### src/design/bbcg_pkg.sv
// Shared types, constants and helpers of the Butterworth biquad coefficient generator.
// No dependencies; imported by bbcg_front, bbcg_back and the top level.
`timescale 1ns / 1ps
`default_nettype none

package bbcg_pkg;

  localparam int unsigned COEF_FRAC_BITS = 30;
  localparam int unsigned WORK_BITS      = 30;
  localparam int unsigned TAYLOR_TERMS   = 8;

  localparam logic [31:0] PI_Q30    = 32'hC90FDAA2;
  localparam logic [30:0] SQRT2_Q30 = 31'd1518500250;
  localparam logic [36:0] ONE_W     = 37'd1 << WORK_BITS;

  localparam int unsigned RECIP5_SHIFT = 35;
  localparam logic [32:0] RECIP5 = 33'(((66'd1 << RECIP5_SHIFT) + 66'd4) / 66'd5);

  localparam int unsigned FQ_DEPTH = 4;
  localparam int unsigned FQ_AW    = $clog2(FQ_DEPTH);

  localparam int unsigned XDIV_STEPS = 32;
  localparam int unsigned OHM_STEPS  = 32;
  localparam int unsigned COEF_STEPS = COEF_FRAC_BITS + 1;
  localparam int unsigned CW         = 36;

  localparam int unsigned ST_IN       = 0;
  localparam int unsigned ST_XDIV_END = ST_IN + XDIV_STEPS;
  localparam int unsigned ST_THETA    = ST_XDIV_END + 1;
  localparam int unsigned ST_TH2      = ST_THETA + 1;
  localparam int unsigned ST_TAY_END  = ST_TH2 + 2 * TAYLOR_TERMS;
  localparam int unsigned ST_CLAMP    = ST_TAY_END + 1;
  localparam int unsigned ST_OHM_END  = ST_CLAMP + OHM_STEPS;
  localparam int unsigned ST_SQ       = ST_OHM_END + 1;
  localparam int unsigned ST_NUM      = ST_SQ + 1;
  localparam int unsigned ST_COEF_END = ST_NUM + COEF_STEPS;
  localparam int unsigned NUM_STAGES  = ST_COEF_END + 1;

  typedef struct packed {
    logic [23:0] fs;
    logic [23:0] fc;
    logic        pt;
  } req_t;

  typedef struct packed {
    logic [23:0] fc;
    logic        pt;
  } meta_t;

  typedef struct packed {
    logic [31:0] b0;
    logic [31:0] b1;
    logic [31:0] b2;
    logic [31:0] a1;
    logic [31:0] a2;
    logic [23:0] fc;
    logic        pt;
  } res_t;

  function automatic logic [31:0] sat32(input logic signed [33:0] v);
    logic [31:0] r;
    if (v > 34'sd2147483647) begin
      r = 32'h7FFFFFFF;
    end else if (v < -34'sd2147483648) begin
      r = 32'h80000000;
    end else begin
      r = v[31:0];
    end
    return r;
  endfunction

endpackage

`default_nettype wire

### src/design/bbcg_front.sv
// Front end: accepts requests, clamps the cutoff to 0.4 of the sample rate, flags
// pass-through and holds the classified requests in a short queue. Uses bbcg_pkg.
`timescale 1ns / 1ps
`default_nettype none

module bbcg_front
  import bbcg_pkg::*;
(
  input  logic        clk,
  input  logic        rst_n,
  input  logic        push,
  output logic        full,
  input  logic [23:0] sample_rate,
  input  logic [23:0] cutoff_request,
  output logic        req_valid,
  output req_t        req,
  input  logic        req_pop
);

  req_t             fq_r [FQ_DEPTH];
  logic [FQ_AW-1:0] wp_r, wp_nxt, rp_r, rp_nxt;
  logic [FQ_AW:0]   cnt_r, cnt_nxt;
  logic [57:0]      lim_prod;
  logic [23:0]      limit;
  logic [23:0]      fc;
  logic             wr_en, rd_en;

  always_comb begin
    lim_prod = 58'({sample_rate, 1'b0}) * 58'(RECIP5);
    limit    = 24'(lim_prod >> RECIP5_SHIFT);
    fc       = (cutoff_request < limit) ? cutoff_request : limit;
  end

  assign full      = (cnt_r == (FQ_AW + 1)'(FQ_DEPTH));
  assign req_valid = (cnt_r != '0);
  assign req       = fq_r[rp_r];
  assign wr_en     = push && !full;
  assign rd_en     = req_pop && req_valid;

  always_comb begin
    wp_nxt  = wr_en ? wp_r + 1'b1 : wp_r;
    rp_nxt  = rd_en ? rp_r + 1'b1 : rp_r;
    cnt_nxt = cnt_r + (FQ_AW + 1)'(wr_en) - (FQ_AW + 1)'(rd_en);
  end

  always_ff @(posedge clk) begin
    if (!rst_n) begin
      wp_r  <= '0;
      rp_r  <= '0;
      cnt_r <= '0;
    end else begin
      wp_r  <= wp_nxt;
      rp_r  <= rp_nxt;
      cnt_r <= cnt_nxt;
    end
  end

  always_ff @(posedge clk) begin
    if (wr_en) begin
      fq_r[wp_r] <= '{fs: sample_rate, fc: fc, pt: (fc == 24'd0)};
    end
  end

endmodule

`default_nettype wire

### config.mk
export PLATFORM = sky130hd
export DESIGN_NAME = bbcg_front
export DESIGN_NICKNAME = d
export VERILOG_FILES = /design/src/design/bbcg_pkg.sv /design/src/design/bbcg_front.sv
export SDC_FILE = /design/constraint.sdc
export NUM_CORES = 1
export LEC_CHECK = 0
export ABC_AREA = 1
export BUFFER_PORTS_ARGS = -buffer_cell sky130_fd_sc_hd__buf_2
export CAP_MARGIN = 25
export CORE_ASPECT_RATIO = 0.9
export CORE_MARGIN = 4
export CORE_UTILIZATION = 60
export CTS_CLUSTER_DIAMETER = 80
export DETAILED_ROUTE_END_ITERATION = 10
export PLACE_DENSITY = 0.88
export SLEW_MARGIN = 10
export SYNTH_ARGS = -nofsm -noshare
export SYNTH_HDL_FRONTEND = slang
export SYNTH_SLANG_ARGS = --single-unit
export TNS_END_PERCENT = 100
### constraint.sdc
create_clock -name clk -period 11.55 [get_ports clk]
set_input_delay 1.155 -clock clk [delete_from_list [all_inputs] [get_ports clk]]
set_output_delay 1.155 -clock clk [all_outputs]
set_load 0.01 [all_outputs]
==> impl_metrics.toml <==
[floorplanning]
die-area_um2 = 33300
start_util_pct = 60.9
die_x_um = 192
die_h_um = 173
design.core.area_um2 = 30000
ios = 103
rows = 60

[clocking]
clk_pin_slew_ns = 0.06
cts_buffer_depth = 3
cts_setup_buffers = 0
cts-root-buf = "clkbuf_16"
cts_hold_buf = 0
numClockSinks = 205
h-tree-depth = 1
cts_made_buffers = 19
cts_resized = 0
cts_tree = "yes"
insertion_delay_ns = 0.48

[global_routing]
grt-ovfl-total = 0
grtUsageTotal_pct = 27.9
grt_pass1_vias = 14100
grt_max_degree = 99
grt_pass1_wl_um = 73300
antenna_found_initial = 1

[logic_synthesis]
ys_warn_count = 0
synth_ff_type = "edfxtp_1"
avgSynthCellArea_um2 = 9.76
ys_seq_area_share_pct = 33.3
syn_area_um2 = 18200
ys_async_sr_fraction_pct = 0
synth_edf_count = 196
ys_ff_latch = 205
yosysUniqueCellTypes = 44
synthCells = 1869

[setup_path]
crit_arrival_ns = 10.19
worst_path_max_delay_cell = "fa_1"
required_ns = 11.77
critPathLaunchType = "input port"
worst-path-max-fanout = 26
max_stage_delay_ns = 0.60
end_kind = "register"
crit_type = "input port to register"
crit_top_cell = "inv_1"
reg2reg_depth = 9

[timing]
hold_viol = 0
slew_viol_final = 0
period_share_pct = 86.4
min_period_ns = 9.97
fin_setup_tns_ns = 0
slew_headroom_pct = 34.8
finalSetupViolCount = 0
tightest_slew_ns = 0.977
skew_ns = 0.0112
rsz0062_at_grt = "no"
max_freq_ghz = 0.100

[detailed_routing]
avgRoutedWirePerCell_um = 19.1
drc = 0
via_per_inst = 5.65
drtAntennaViolNets = 0
initialDrtViolationCount = 1197
wirelength_um = 45500
drt_first_pass_iters = 6
vias = 13500

[finish]
layout_common_cells = "inv_1, ha_1, edfxtp_1"
drive_above_1_share_pct = 9.04
fin_nets = 2437
final_common_cell = "inv_1"
syn_to_final_growth_pct = 8.62

[placement]
place.gp.congestion = 0.974
numPortBuffers = 102
place.detailed.hpwl_um = 36200

[worst_hold_path]
hold_path.class = "register to register"
holdPathStages = 2

[job]
maxCapViolCount = 0

[run_status]
status = "finished, final reports clean"
==> cells in the mapped netlist, types with 2 or more instances <==
cell / count / share of area [%]
a21oi_1: 66 / 1.8
o22ai_1: 49 / 1.7
nor2_1: 188 / 3.9
nand3_2: 2 / 0.11
o21bai_1: 9 / 0.37
edfxtp_1: 196 / 32
xnor2_1: 10 / 0.48
o21a_1: 7 / 0.29
fa_1: 177 / 19
o21ai_1: 2 / 0.055
a21o_1: 9 / 0.37
o21ai_2: 3 / 0.14
a31oi_1: 9 / 0.31
buf_6: 2 / 0.12
inv_1: 424 / 8.7
dfxtp_1: 9 / 0.99
nand4_1: 9 / 0.31
a211oi_1: 4 / 0.16
nand3_1: 27 / 0.74
ha_1: 239 / 16
clkbuf_1: 31 / 0.64
nand2_1: 180 / 3.7
nor2_2: 7 / 0.24
nand3b_1: 5 / 0.21
o21ai_0: 133 / 3.6
xor2_1: 18 / 0.86
nand2_2: 11 / 0.38
a21oi_2: 2 / 0.096
nor4_1: 8 / 0.27
a21boi_0: 4 / 0.16
nor3_1: 7 / 0.19
nand2_4: 2 / 0.12
or2_2: 6 / 0.21
o221ai_1: 4 / 0.19
==> logic make-up after synthesis <==
| logic type | count (synthesis) | synth area share, % |
|---|---|---|
| compound gates | 304 | 9.44 |
| xor+xnor | 28 | 1.34 |
| fa+ha+maj | 416 | 35.8 |
| buf+inv | 460 | 9.58 |
| flops | 205 | 33.3 |
| other cells | 1 | 0.0206 |
| simple gates | 455 | 10.5 |
==> path summary, 6_finish.rpt <==
path	slack (ns)	startpoint	to
max	1.58	sample_rate[16]	fq_r[0][0]
min	0.49	rp_r[1]	rp_r[1]
max reg2reg	9.17	cnt_r[1]	cnt_r[2]
min reg2reg	0.49	rp_r[1]	rp_r[1]
==> area by class of cell <==
| type | instances | area (um2) |
|---|---|---|
| sequential | 205 | 6070 |
| clock buffer | 23 | 490 |
| antenna | 1 | 2.50 |
| timing repair buffer | 111 | 578 |
| inverter | 425 | 1600 |
| clock inverter | 10 | 106 |
| fill | 2208 | 10100 |
| multi-input combinational | 1207 | 10500 |
| tap | 403 | 504 |
==> per-layer routing <==
layer,vias up,track usage (%),share of wire [%],wire [um]
met2,602,45.2,47,21300
met3,106,4.51,9.3,4230
met4,0,8.65,3.5,1590
li1,6268,-,-,-
met5,-,0,0,0
met1,6495,38.9,41,18500
==> stage by stage <==
stage / area [um2] / instances / util [%] / hold slack (ns) / worst slack (ns)
after floorplan: 18300 / 1872 / - / 0.436 / 2.72
after global placement: 19200 / 2350 / 64.1 / 0.444 / 1.55
after detailed placement: 19200 / 2350 / 64.1 / 0.476 / 1.23
after CTS: 19800 / 2383 / 66.1 / 0.484 / 1.67
after global routing: 19800 / 2385 / 66.1 / 0.523 / 0.955
final: 19800 / 2385 / 66.1 / 0.490 / 1.58
==> flip-flops by register name, summed over array words and instances, names as in the netlist, named ones only <==
name,count
wp_r,2
rp_r,2
fq_r,196
cnt_r,3
==> critical path: cells and delay by family <==
kind	cells	cell delay, ns
adder cells (fa/ha/maj)	9	4.21
AND/OR/NAND/NOR	9	1.85
AO/OA/AOI/OAI	8	1.76
buffers and inverters	10	0.97
XOR/XNOR	1	0.22
Power is left out: the tool's default activity adds up to more than one toggle a clock period on the data nets, which glitch-free logic cannot reach.
